--- src/design/dhfk_pkg.sv ---
// shared constants and arithmetic helpers for the dh forward kinematics core
`timescale 1ns / 1ps
package dhfk_pkg;

   localparam int JOINT_COUNT   = 6;
   localparam int FRACTION_BITS = 16;
   localparam int GUARD_BITS    = 12;
   localparam int ANGLE_W       = 16;
   localparam int LEN_W         = 18;
   localparam int COORD_W       = 20;
   localparam int TRIG_W        = 32;
   localparam int UQ_W          = 31;
   localparam int POS_W         = 38;
   localparam int PROD_W        = 64;
   localparam int DPROD_W       = 50;
   localparam int SUM_W         = 66;
   localparam int Q_BITS        = 30;
   localparam int SINE_LATENCY  = 8;
   localparam int ITEM_COUNT    = 10;
   localparam int POS_ITEMS     = JOINT_COUNT + 1;
   localparam int CNT_W         = 4;
   localparam int CSR_IDX_W     = 3;

   // quarter and half turn as binary angles
   localparam logic [ANGLE_W-1:0] QUARTER_TURN = 16'd16384;
   localparam logic [ANGLE_W-1:0] HALF_TURN    = 16'd32768;

   localparam logic signed [TRIG_W-1:0] ONE_Q30 = 32'sd1073741824;

   // odd taylor coefficients, highest order first
   localparam logic [UQ_W-1:0] SIN_COEF [0:5] = '{
      31'd3864, 31'd172272, 31'd5026995, 31'd85569306, 31'd693598668, 31'd1686629713
   };

   // register indexes
   localparam logic [CSR_IDX_W-1:0] CSR_FIRST_LINK  = 3'd0;
   localparam logic [CSR_IDX_W-1:0] CSR_SECOND_LINK = 3'd1;
   localparam logic [CSR_IDX_W-1:0] CSR_BASE_HEIGHT = 3'd2;
   localparam logic [CSR_IDX_W-1:0] CSR_FOREARM     = 3'd3;
   localparam logic [CSR_IDX_W-1:0] CSR_FLANGE      = 3'd4;

   // result kinds
   localparam logic KIND_JOINT = 1'b0;
   localparam logic KIND_AXIS  = 1'b1;

   // sine of the link twist of each joint
   function automatic int twist_sin(input int k);
      int r;
      case (k)
         0:       r = -1;
         2, 3, 4: r = 1;
         default: r = 0;
      endcase
      return r;
   endfunction

   // unsigned q30 multiply, rounded half up
   function automatic logic [UQ_W-1:0] umul30(input logic [UQ_W-1:0] a,
                                              input logic [UQ_W-1:0] b);
      logic [2*UQ_W-1:0] m;
      m = {{UQ_W{1'b0}}, a} * {{UQ_W{1'b0}}, b} + (62'd1 << (Q_BITS - 1));
      return m[Q_BITS+UQ_W-1:Q_BITS];
   endfunction

   // arithmetic right shift rounding half away from zero
   function automatic logic signed [SUM_W-1:0] round_away(input logic signed [SUM_W-1:0] v,
                                                          input int unsigned s);
      logic signed [SUM_W-1:0] half;
      half = 66'sd1 <<< (s - 1);
      return (v + half - $signed({{(SUM_W-1){1'b0}}, v[SUM_W-1]})) >>> s;
   endfunction

   // clamp to the coordinate field range
   function automatic logic [COORD_W-1:0] saturate(input logic signed [SUM_W-1:0] v);
      logic signed [SUM_W-1:0] hi;
      logic signed [SUM_W-1:0] lo;
      logic [COORD_W-1:0] r;
      hi = (66'sd1 <<< (COORD_W - 1)) - 66'sd1;
      lo = -(66'sd1 <<< (COORD_W - 1));
      if (v > hi) begin
         r = hi[COORD_W-1:0];
      end else if (v < lo) begin
         r = lo[COORD_W-1:0];
      end else begin
         r = v[COORD_W-1:0];
      end
      return r;
   endfunction

endpackage

--- src/design/dhfk_out.sv ---
// result bank and serializer: ten items per pose, one per cycle
`timescale 1ns / 1ps
module dhfk_out #(
   parameter int FRACTION_BITS = dhfk_pkg::FRACTION_BITS
) (
   input  logic                                 clock,
   input  logic                                 reset,
   input  logic                                 in_valid,
   input  logic signed [dhfk_pkg::POS_W-1:0]    pos_in [0:6][0:2],
   input  logic signed [dhfk_pkg::TRIG_W-1:0]   rot_in [0:2][0:2],
   output logic                                 rsp_valid,
   output logic                                 rsp_item_kind,
   output logic [2:0]                           rsp_item_index,
   output logic signed [dhfk_pkg::COORD_W-1:0]  rsp_coord_x,
   output logic signed [dhfk_pkg::COORD_W-1:0]  rsp_coord_y,
   output logic signed [dhfk_pkg::COORD_W-1:0]  rsp_coord_z,
   output logic                                 rsp_last_item
);

   localparam logic [dhfk_pkg::CNT_W-1:0] LAST_CNT = dhfk_pkg::CNT_W'(dhfk_pkg::ITEM_COUNT - 1);
   localparam logic [dhfk_pkg::CNT_W-1:0] AXIS_CNT = dhfk_pkg::CNT_W'(dhfk_pkg::POS_ITEMS);

   logic signed [dhfk_pkg::POS_W-1:0]   pos_bank_ff [0:6][0:2];
   logic signed [dhfk_pkg::TRIG_W-1:0]  rot_bank_ff [0:2][0:2];
   logic                                active_ff, active_in;
   logic [dhfk_pkg::CNT_W-1:0]          cnt_ff, cnt_in;
   logic                                rsp_valid_ff;
   logic                                kind_ff, kind_in;
   logic [2:0]                          index_ff, index_in;
   logic [dhfk_pkg::COORD_W-1:0]        coord_ff [0:2];
   logic [dhfk_pkg::COORD_W-1:0]        coord_in [0:2];
   logic                                last_ff;

   // bank load
   always_ff @(posedge clock) begin
      if (in_valid) begin
         pos_bank_ff <= pos_in;
         rot_bank_ff <= rot_in;
      end
   end

   // select, round and clamp the current item
   always_comb begin
      logic [dhfk_pkg::CNT_W-1:0] col_full;
      logic [1:0] col;
      col_full = cnt_ff - AXIS_CNT;
      col      = col_full[1:0];
      if (cnt_ff < AXIS_CNT) begin
         kind_in  = dhfk_pkg::KIND_JOINT;
         index_in = cnt_ff[2:0];
         for (int i = 0; i < 3; i++) begin
            coord_in[i] = dhfk_pkg::saturate(dhfk_pkg::round_away(
               dhfk_pkg::SUM_W'(pos_bank_ff[cnt_ff[2:0]][i]), dhfk_pkg::GUARD_BITS));
         end
      end else begin
         kind_in  = dhfk_pkg::KIND_AXIS;
         index_in = {1'b0, col};
         for (int i = 0; i < 3; i++) begin
            coord_in[i] = dhfk_pkg::saturate(dhfk_pkg::round_away(
               dhfk_pkg::SUM_W'(rot_bank_ff[i][col]), dhfk_pkg::Q_BITS - FRACTION_BITS));
         end
      end
   end

   // item counter
   always_comb begin
      active_in = active_ff;
      cnt_in    = cnt_ff;
      if (in_valid) begin
         active_in = 1'b1;
         cnt_in    = '0;
      end else if (active_ff) begin
         if (cnt_ff == LAST_CNT) begin
            active_in = 1'b0;
         end else begin
            cnt_in = cnt_ff + 1'b1;
         end
      end
   end

   always_ff @(posedge clock) begin
      if (reset) begin
         active_ff    <= 1'b0;
         cnt_ff       <= '0;
         rsp_valid_ff <= 1'b0;
         last_ff      <= 1'b0;
      end else begin
         active_ff    <= active_in;
         cnt_ff       <= cnt_in;
         rsp_valid_ff <= active_ff;
         last_ff      <= active_ff && (cnt_ff == LAST_CNT);
      end
   end

   always_ff @(posedge clock) begin
      kind_ff  <= kind_in;
      index_ff <= index_in;
      coord_ff <= coord_in;
   end

   assign rsp_valid      = rsp_valid_ff;
   assign rsp_item_kind  = kind_ff;
   assign rsp_item_index = index_ff;
   assign rsp_coord_x    = $signed(coord_ff[0]);
   assign rsp_coord_y    = $signed(coord_ff[1]);
   assign rsp_coord_z    = $signed(coord_ff[2]);
   assign rsp_last_item  = last_ff;

`ifndef ASSERT_OFF
   // a new pose never lands on the bank while an earlier one is mid-way
   a_no_overrun: assert property (@(posedge clock) disable iff (reset)
      in_valid |-> (!active_ff || cnt_ff == LAST_CNT))
      else $error("pose bank reloaded while items still pending");

   // the tenth item carries the last flag
   a_last_flag: assert property (@(posedge clock) disable iff (reset)
      (active_ff && cnt_ff == LAST_CNT) |=> (rsp_valid_ff && last_ff))
      else $error("last item not flagged");
`endif

endmodule

--- config.mk ---
export PLATFORM = sky130hd
export DESIGN_NAME = dhfk_out
export DESIGN_NICKNAME = d
export VERILOG_FILES = /design/src/design/dhfk_pkg.sv /design/src/design/dhfk_out.sv
export SDC_FILE = /design/constraint.sdc
export NUM_CORES = 1
export LEC_CHECK = 0
export BUFFER_PORTS_ARGS = -buffer_cell sky130_fd_sc_hd__clkbuf_2
export CORE_AREA = 2 2 455 457
export DETAILED_ROUTE_END_ITERATION = 12
export DIE_AREA = 0 0 457 459
export PLACE_DENSITY = 0.41
export SLEW_MARGIN = 10
export SYNTH_ARGS = -nofsm -noshare
export SYNTH_HDL_FRONTEND = slang
export SYNTH_SLANG_ARGS = --single-unit
--- constraint.sdc ---
create_clock -name clock -period 9.9 [get_ports clock]
set_clock_uncertainty 0.1 [all_clocks]
set_input_delay 2.475 -clock clock [delete_from_list [all_inputs] [get_ports clock]]
set_output_delay 2.475 -clock clock [all_outputs]
set_load 0.005 [all_outputs]
# After elaboration in Yosys (flattened, before gate mapping)
# Index checks and enable logic that the tools add are counted.
[totals] ff_bits=1157 output_inout_bits=66 elab_cells=106
[op_classes] add_sub_neg=14 n_lt_le_gt_ge=15 eq_ne=1 muxes=30 n_bitwise=3 n_reduce_logical=3
[op_table] cell="$bmux 114 s3" n=1
[op_table] cell="$mux 20" n=12
[op_table] cell="$mux 114" n=2
[op_table] cell="$bmux 32 s2" n=3
[op_table] cell="$mux 32" n=6
[op_table] cell="$sub 39x2->40" n=3
[op_table] cell="$add 38x13->39 const B" n=3
[op_table] cell="$sub 33x2->34" n=3
[op_table] cell="$add 32x15->33 const B" n=3
[op_table] cell="$gt 28x20->1 const B" n=3
[op_table] cell="$lt 28x20->1 const B" n=3
[op_table] cell="$gt 20x20->1 const B" n=3
[op_table] cell="$lt 20x20->1 const B" n=3
[op_table] cell="$mux 60" n=1
[op_table] cell="$add 4x1->4 const B" n=1
[op_table] cell="$eq 4x4->1 const B" n=1
[op_table] cell="$ge 4x4->1 const B" n=1
[op_table] cell="$lt 4x3->1 const B" n=1
[op_table] cell="$mux 1" n=4
[op_table] cell="$not 3->4" n=1
[op_table] cell="$ge 3x3->1 const B" n=1
[op_table] cell="$not 2->3" n=1
[op_table] cell="$mux 2" n=1
[op_table] cell="$reduce_and 2->1" n=1
[op_table] cell="other kinds (4)" n=4

# Logic depth before layout (Yosys ltp)
# Gate-level depths: netlist of the first run.
[logic_depth] word_depth=11 mapped_depth=29 mapped_depth_nobuf=18

# Worst setup path before layout of the first run
# No wires, ideal clock.
[synth_timing] path_kind="register to register" startpoint="register cnt_ff[1] in the netlist's numbering" endpoint="register coord_ff, in the netlist rsp_coord_z[19]" arrival_time_ps=6509 required_time_ps=9683 setup_slack_ps=3174 stages_incl_launch_ff=28 n_path_buf=10 period_less_slack_ps=6726 cell_sequence="dfxtp_1 buf_6 buf_6 buf_4 clkbuf_1 buf_1 clkbuf_1 inv_1 ha_1 buf_2 buf_1 clkbuf_1 clkbuf_1 mux2_2 a22oi_1 inv_1 ha_1 o2111ai_1 a21oi_1 nor2_1 or4_1 o21ai_0 nand4_1 and4_1 o41a_1 o21ai_1 nand2_1 a22o_1"
[synth_rtl] item="from (decl)" line="dhfk_out.sv:26" source="logic [dhfk_pkg::CNT_W-1:0] cnt_ff, cnt_in;"
[synth_rtl] item="from (signal assigned)" line="dhfk_out.sv:89" source="cnt_ff <= cnt_in;"
[synth_rtl] item="to (signal assigned)" line="dhfk_out.sv:98" source="coord_ff <= coord_in;"
[synth_rtl] item="to (decl)" line="dhfk_out.sv:30" source="logic [dhfk_pkg::COORD_W-1:0] coord_ff [0:2];"

==> run summary, run 1 <==
The flow ran to the end, and the final reports show no timing, DRC or antenna violations. The floorplan step set the die height to around 460 um. The number of enable-type register cells in the synthesized netlist came out at roughly 1.1k. The clock transition time at the flip-flop clock pins of the worst setup and hold paths came out at about 0.06 ns. After floorplanning, the core was sized to cover roughly 200000 sq um. The worst register-to-register path begins at cnt_ff[0]. The library cell used most frequently in the layout, excluding fill and tap cells, is sky130_fd_sc_hd__clkbuf_2. The number of gates given a new drive strength after cts came out at 0.

At the end of routability-driven placement, the weighted congestion stood at around 0.86. The cell area after technology mapping came out at 53800 sq um. The number of maximum-capacitance constraint violations came out at 0. The number of instances in the synthesized netlist is about 3.9k.

The count of non-filler cells in the finished layout came out at roughly 7.9k. The number of max-slew violations in the final report came out at 0. Entering global routing, the biggest net connects approximately 170 pins. The total half-perimeter wirelength after legalization and detailed placement came out at about 170 mm. The switching portion of total power is between 20% and 30%.

The slowest stage of the critical path belongs to the cell sky130_fd_sc_hd__o41ai_1. The worst reg-to-reg path cell count is 18. For this run, the detailed router's first-pass iteration total came to 5. The maximum level of the CTS H-tree is 4. Setup repair after global routing left no endpoint under its margin. Dividing the final minimum period by the clock period gives between 60% and 70%. The critical-path maximum fanout came out at 45. For this design the top-level I/O count stands at 1155.

After synthesis, the cell types taking the most area are sky130_fd_sc_hd__edfxtp_1, sky130_fd_sc_hd__ha_1, sky130_fd_sc_hd__mux4_2. The area of the multi-input gates came out at ~18000 sq um. Relative to the synthesized area, the layout overhead comes to 24.7%. The worst path meets setup with between 3 and 4 ns of slack.

The final net count is 6367. The number of clock buffers added by TritonCTS is approximately 140. The sequential cells in the finished layout cover a total of 34000 sq um. For this design, the sink count on the clock tree is 1157. The share of Yosys cell area claimed by the top area cell type is between 60% and 70%.

The filler cell count came out at between 20k and 25k. In this run the power spent charging and discharging nets is roughly 4200 uW. Of all cell types, the one taking the most synthesized area is sky130_fd_sc_hd__edfxtp_1. The power per cell area came out at around 210 nW/um^2. The number of vias in the routed layout came out at roughly 38k. The worst setup path startpoint is cnt_ff[0]. The synthesized area per cell came out at 13.8 sq um. For this run, the number of Yosys warnings is 0. The wire length per cell after detailed routing came out at roughly 27 um.

The share of power burned in combinational logic is 20.9%. The cell with the most instances on the worst path is sky130_fd_sc_hd__a21o_1. The starting DRC count in detailed routing is between 2k and 3k. The final count of hold timing violations is 0. The worst setup path is launched from a flip-flop. The wire length of the first global-routing pass is roughly 300 mm.

Following the worst setup path forward leads to its endpoint at rsp_coord_z[16]. At the placement stage, the worst setup path has a slack of 3.27 ns. Derived from the worst setup path, the maximum achievable clock frequency is between 150 and 200 MHz. The final count of negative-setup-slack endpoints came out at 0.

Sequential cells account for a little over two fifths of the total power. The leakage power of the design came out at approximately 0.027 uW. Across the VDD grid, the largest voltage drop is 0.165 mV. The clock group share of total power came out at between 30 and 40%. The worst hold path belongs to the class reg -> reg. The minimum clock period is 6.54 ns. The number of port buffers came out at between 1k and 1.5k. The number of DRC violations after detailed routing came out at 0. The critical path endpoint category is a flip-flop. The post-CTS repair timing setup buffer count is 0.

The smallest hold slack came out at a little under 0.5 ns. The setup path with the least slack is of type reg -> reg. The data required time of the critical path is roughly 10 ns. The number of antenna violations at the first check in global routing came out at just over 80.

The number of placement rows is between 150 and 200. The wire length on met2 came out at ~110 mm. The minimum setup slack among reg-to-reg paths came out at 3.36 ns.

The post-detailed-route count of antenna-violating nets came out at 0. At the pin with the least slew margin, the transition time is roughly 1.2 ns. The endpoint identified for the worst register-to-register timing path is rsp_coord_z[16]. The highest routed metal layer is met5. The clock tree from TritonCTS is built.

The root buffer selected by CTS is sky130_fd_sc_hd__clkbuf_16. The quantity of hold-fixing buffers added after cts came out at 0. The total nets after synthesis came out at about 5.2k. The number of global-route vias before repair came out at about 38k. The detailed-routing wirelength on met1 came out at ~90 mm.

The number of different library cells in the post-synthesis netlist is 89. In the synthesized netlist the async set-or-reset flop fraction comes to 0%. In this run the tightest slew margin relative to its limit is around 22%. The number of storage elements in the synthesis netlist is 1157.

In this run the horizontal extent of the chip is between 400 and 500 um. The overall global routing resource usage is roughly a fifth. The internal power came out at about 9800 uW.

The clock insertion delay at the later pin of the skew report came out at roughly 0.8 ns. The share of layout cells above drive strength 1 is a little under a third. The via-per-instance ratio came out at roughly 4.7.

The data arrival time of the worst path is between 7 and 8 ns. Summing internal, switching and leakage power gives 13900 uW. No sink is reached through more buffers than the 3 on the longest clock path.

The total die area came out at between 200000 and 250000 sq um. The sequential cell area fraction in the yosys report is 63.2%. Summed over all nets, wire length on met3 after detailed routing comes to between 10 and 15 mm.

The highest cell delay on the worst timing path came out at 0.78 ns. The number of placed cells counting well taps is 7635. Traced cell by cell, the critical path runs through buf_4, mux4_2, nor2_1, a21o_1, inv_1, ha_1, a21o_1, a21o_1, a2111o_1, a21oi_1, o31ai_4, a21oi_1, o41a_1, o21ai_1, xor2_1, o41ai_1, and2_1, o221ai_1. For this configuration, the core starts out at a cell density of about a quarter. After routing, the total negative slack on setup checks comes to 0 ns.

In the layout the commonest cells are sky130_fd_sc_hd__clkbuf_2, sky130_fd_sc_hd__edfxtp_1, sky130_fd_sc_hd__nor2_1, sky130_fd_sc_hd__a21oi_1, sky130_fd_sc_hd__inv_1. The aggregate global routing overflow is 0. The total wire length came out at roughly 220 mm. The most used flip-flop cell after synthesis is sky130_fd_sc_hd__edfxtp_1.
## logic make-up after synthesis
kind of cell | Yosys count | synth area share, %
compound gates | 970 | 12.0
xor+xnor | 123 | 2.00
fa+ha+maj | 203 | 4.72
buf+inv | 410 | 3.03
flops | 1157 | 63.2
mux | 343 | 9.02
simple gates | 709 | 6.05
## registers in the layout, summed over array words and instances, names as in the netlist
register        count
rsp_item_index      3
rsp_coord_z        20
rsp_last_item       1
rot_bank_ff       288
active_ff           1
rsp_coord_y        20
rsp_valid           1
rsp_item_kind       1
rsp_coord_x        20
cnt_ff              4
pos_bank_ff       798
## area by class of cell
| cell class | count | share of cell area (%) |
|---|---|---|
| repair buffers | 1196 | 9.24 |
| multi-input cells | 2348 | 27.1 |
| diodes | 21 | 0.0783 |
| clock inverters | 74 | 0.942 |
| clock buffers | 174 | 5.54 |
| flip-flops and latches | 1157 | 50.7 |
| well taps | 2704 | 5.04 |
| inverters | 230 | 1.29 |
## worst min path at each step
stage | start | to | slack, ns | cells after the start
4_1_cts | cnt_ff[3] | rsp_last_item | 0.50 | 2
2_1_floorplan | cnt_ff[3] | rsp_last_item | 0.38 | 2
3_3_place_gp | cnt_ff[3] | rsp_last_item | 0.49 | 2
3_5_place_dp | cnt_ff[3] | cnt_ff[3] | 0.49 | 2
5_1_grt | cnt_ff[3] | rsp_last_item | 0.56 | 2
6_report | cnt_ff[3] | rsp_last_item | 0.49 | 2
## power by group through the flow
stage | clock (uW) | combinational (uW) | sequential [uW]
6_report | 4990 | 2920 | 6030
5_1_grt | 5330 | 3200 | 6070
4_1_cts | 5150 | 2960 | 6040
3_5_place_dp | 0 | 2940 | 6140
3_3_place_gp | 0 | 2950 | 6140
2_1_floorplan | 0 | 1650 | 6050
## critical path: cells and delay by family (launching register included)
kind                     cells  cell delay [ns]
buffers and inverters        2             0.75
AO/OA/AOI/OAI               11             3.04
AND/OR/NAND/NOR              2             0.70
adder cells (fa/ha/maj)      1             0.33
XOR/XNOR                     1             0.17
multiplexers                 1             0.59
flip-flops                   1             0.65
## metal layers
metal	GRT usage, %	vias to the layer above
li1	-	17300
met1	24.7	18700
met2	34.3	1135
met3	6.04	311
met4	4.66	82
met5	0	-
## synth_stat cells, drive strengths merged (7+ instances only)
| library cell | count |
|---|---|
| nor3b | 10 |
| o21bai | 24 |
| mux2 | 93 |
| a22o | 8 |
| and3 | 13 |
| nand3 | 42 |
| clkbuf | 133 |
| nor3 | 33 |
| and2 | 15 |
| or3 | 8 |
| a211oi | 13 |
| a21o | 218 |
| o21a | 10 |
| a21oi | 310 |
| inv | 230 |
| o21ai | 114 |
| a22oi | 121 |
| mux4 | 104 |
| edfxtp | 1086 |
| a31oi | 14 |
| buf | 47 |
| mux2i | 146 |
| dfxtp | 71 |
| o221ai | 9 |
| xor2 | 61 |
| o211ai | 20 |
| nand2b | 19 |
| a211o | 8 |
| or2 | 7 |
| a21boi | 13 |
| nand4 | 46 |
| ha | 203 |
| o31ai | 8 |
| o2bb2ai | 8 |
| nor2 | 308 |
| nor2b | 20 |
| nand2 | 160 |
| xnor2 | 62 |
## stage by stage
| step | util, % | area [sq um] |
|---|---|---|
| 2_1_floorplan | - | 53800 |
| 3_3_place_gp | 30.5 | 62700 |
| 3_5_place_dp | 30.5 | 62700 |
| 4_1_cts | 32.6 | 67100 |
| 5_1_grt | 32.6 | 67100 |
| 6_report | 32.6 | 67100 |
No activity file was read; power rests on OpenSTA's default activity.
==> run 2: changes to the inputs <==
- PLACE_DENSITY: 0.41 -> 0.43
- clock period: 9.9 -> 5.4 ns (I/O delays scaled with it)
==> run 2 against run 1 <==
Net effect: combinational power grew 96%; global-route usage grew 0.14 points; total power grew 88%; register-to-register slack lost 3.1 ns; sequential share of layout area shrank 1.9 points; fmax grew 26%; non-clock buffer count grew 213; sequential cell count is the same; critical path type unchanged; via count grew 2.1%; first-iteration DRC count grew 12%.
==> run summary, run 2 (synthesized netlist as in run 1, its figures left out) <==
The run finished with clean final reports. The total die area is ~210000 sq um. Walking the worst path, the cells encountered are buf_12, buf_6, mux4_2, nor2_1, a21o_1, inv_1, ha_1, o21ai_0, a21oi_1, a211oi_1, o31ai_4, a21oi_2, o41a_1, o21ai_1, xor2_1, o41ai_2, buf_4, and2_1, buf_12, a22oi_2.

In this run the count of I/O pins placed on the die edge is roughly 1.2k. The number of antenna violations at the first check in global routing was 70. At the pin with the least slew margin, the transition time is just under 1 ns. The number of buffers between clock root and the deepest sink is 3. Subtracting the final worst setup slack from the clock period gives ~5.2 ns. The net switching power came out at a little under 8000 uW. The first global-routing pass estimated 300 mm of wire.

Row generation in the floorplan step produced between 150 and 200 rows. Dividing total power by cell area gives a power density of 377 nW/um^2. The final net count is 6578.

The achievable frequency came out at around 190 MHz. The share of power burned in combinational logic came out at a little over a fifth. The starting DRC count in detailed routing is 3066.

The peak supply drop came out at about 0.32 mV. The largest registers in the layout are pos_bank_ff (798), rot_bank_ff (288). The pin count of the biggest net entering global routing is 140. At the worst endpoint, the required time is roughly 5.9 ns. The minimum setup slack among reg-to-reg paths is ~0.23 ns.

Leaving out fill and tap cells, the most frequent cell in the layout is sky130_fd_sc_hd__clkbuf_2. More flip-flops sit in one register than any other, and that register is pos_bank_ff. The total half-perimeter wirelength after legalization and detailed placement is between 150 and 200 mm. The detailed-router iteration count before antenna repair came out at 7.

The share of layout cells above drive strength 1 came out at 34.9%. Data arrives at the worst endpoint at around 5.7 ns. Using the TritonRoute via totals, the vias-per-cell ratio works out to approximately 4.7. The number of DRC violations after detailed routing came out at 0. The critical-path maximum fanout is 12. Setup repair after global routing could not meet its margin everywhere. The quantity of hold-fixing buffers added after cts is 0. Clock-pin slew was measured on the worst setup and hold paths at roughly 0.06 ns. Input and output buffers added on the ports amount to around 1.2k. The maximum level of the CTS H-tree came out at 4. The cell with the most instances on the worst path is sky130_fd_sc_hd__buf_12. The overall global routing resource usage is between 20% and 30%.

The slowest stage of the critical path is the sky130_fd_sc_hd__mux4_2 cell. STA classifies the critical path endpoint as a flip-flop. The category of the most critical setup path is reg -> reg. For the worst-skew pair, the clock arrives at the later sink with an insertion delay of approximately 0.80 ns.

The number of placed cells counting well taps is between 7k and 8k. The internal power is ~19000 uW. The count of non-filler cells in the finished layout is slightly above 8k. The tree is rooted in a sky130_fd_sc_hd__clkbuf_16. The sequential share of power is a little over two fifths. The total overflow left after global routing is 0.

For this block, the routed nets add up to 219 mm of wire. The post-synthesis to final-layout area growth is 29.4%. TritonCTS built the clock tree. The critical path launch point type is a flip-flop.

The chip width is 457 um. The number of maximum-capacitance constraint violations came out at 0. The overall power of the completed layout came out at between 20000 and 30000 uW.

The register with the most flip-flops in the layout has roughly 800 of them. The final count of negative-setup-slack endpoints came out at 0. The final count of hold timing violations was 0. The switching portion of total power is approximately 30%. In the layout the commonest cells are sky130_fd_sc_hd__clkbuf_2, sky130_fd_sc_hd__edfxtp_1, sky130_fd_sc_hd__nor2_1. Once detail routing completed, the nets flagged for antenna violations numbered 0. The highest cell delay on the worst timing path came out at approximately 0.57 ns. The number of global-route vias before repair is between 30k and 40k.

The wire length per cell after detailed routing is 27.0 um. The number of vias in the routed layout is 38.3k. The analysis attributes to cell leakage a power of between 0.02 and 0.03 uW.

The headroom to the max-slew limit came out at about 34%. The clock net in this run drives a total of between 1k and 1.5k sinks. At the end of routability-driven placement, the weighted congestion stood at approximately 0.86.

The initial utilization of the core area, before any placement, comes to 26.2%. In this run the vertical extent of the chip is 459 um. The type of the worst min-delay path is reg -> reg. The total clock buffers created by CTS is 140. The core box area came out at just over 200000 sq um. Of the total power, the clock network draws between 30% and 40%. The final cycle utilization of the critical path is a little over nine tenths. The number of max-slew violations in the final report is 0.
run 2: layout make-up:
| type | count | area (sq um) |
|---|---|---|
| clock inverters | 73 | 808 |
| multi-input cells | 2348 | 18400 |
| repair buffers | 1409 | 8390 |
| inverters | 230 | 863 |
| fillers | 20500 | 136000 |
| well taps | 2704 | 3380 |
| flip-flops and latches | 1157 | 34000 |
| clock buffers | 174 | 3710 |
| diodes | 22 | 55.1 |
run 2: worst paths after layout:
kind / from / end / cells after the start
worst max-delay path: cnt_ff[0] / rsp_coord_z[8] / 20
worst min-delay path: active_ff / rsp_valid / 1
worst max register to register: cnt_ff[0] / rsp_coord_z[8] / 20
worst min register to register: active_ff / rsp_valid / 1
run 2: what timing repair did:
action                     in CTS  in global routing
setup endpoints to repair       0                 59
gates resized for setup         0                 60
buffers inserted                0                 21
hold endpoints to repair        0                  0
run 2: through the flow:
step           setup WS, ns  TNS (ns)  hold WS [ns]  util [%]  instance area, sq um
5_1_grt             -0.0506    -0.128         0.464      33.9                 69600
3_3_place_gp         0.0618         0         0.402      31.4                 64600
3_5_place_dp         0.0553         0         0.410      31.4                 64600
6_report              0.226         0         0.437      33.9                 69700
2_1_floorplan       0.00805         0         0.375         -                 53900
4_1_cts              0.0383         0         0.437      33.6                 69100
run 2: worst max-delay path: cells and delay by family, from the launching register on:
family,cells,cell delay [ns]
AOI/OAI and AO/OA,10,2.26
buffers and inverters,5,0.78
muxes,1,0.57
DFF,1,0.45
adders and majority gates,1,0.36
and+or+nand+nor,2,0.33
xor gates and xnor gates,1,0.13
run 2: layer usage:
layer	track usage, %	share of wire, %	vias up	routed length, um
met2	34.3	49	1253	106000
li1	-	-	17700	-
met3	5.34	6.6	276	14500
met1	25.5	43	19000	93200
met4	4.71	2.1	52	4620
met5	0	0.16	-	343
run 2: power groups by stage:
stage | clock (uW) | sequential [uW] | combinational [uW]
2_1_floorplan | 0 | 11100 | 3040
3_3_place_gp | 0 | 11300 | 5660
3_5_place_dp | 0 | 11300 | 5650
4_1_cts | 9710 | 11100 | 5690
5_1_grt | 10000 | 11200 | 6260
6_report | 9430 | 11100 | 5730
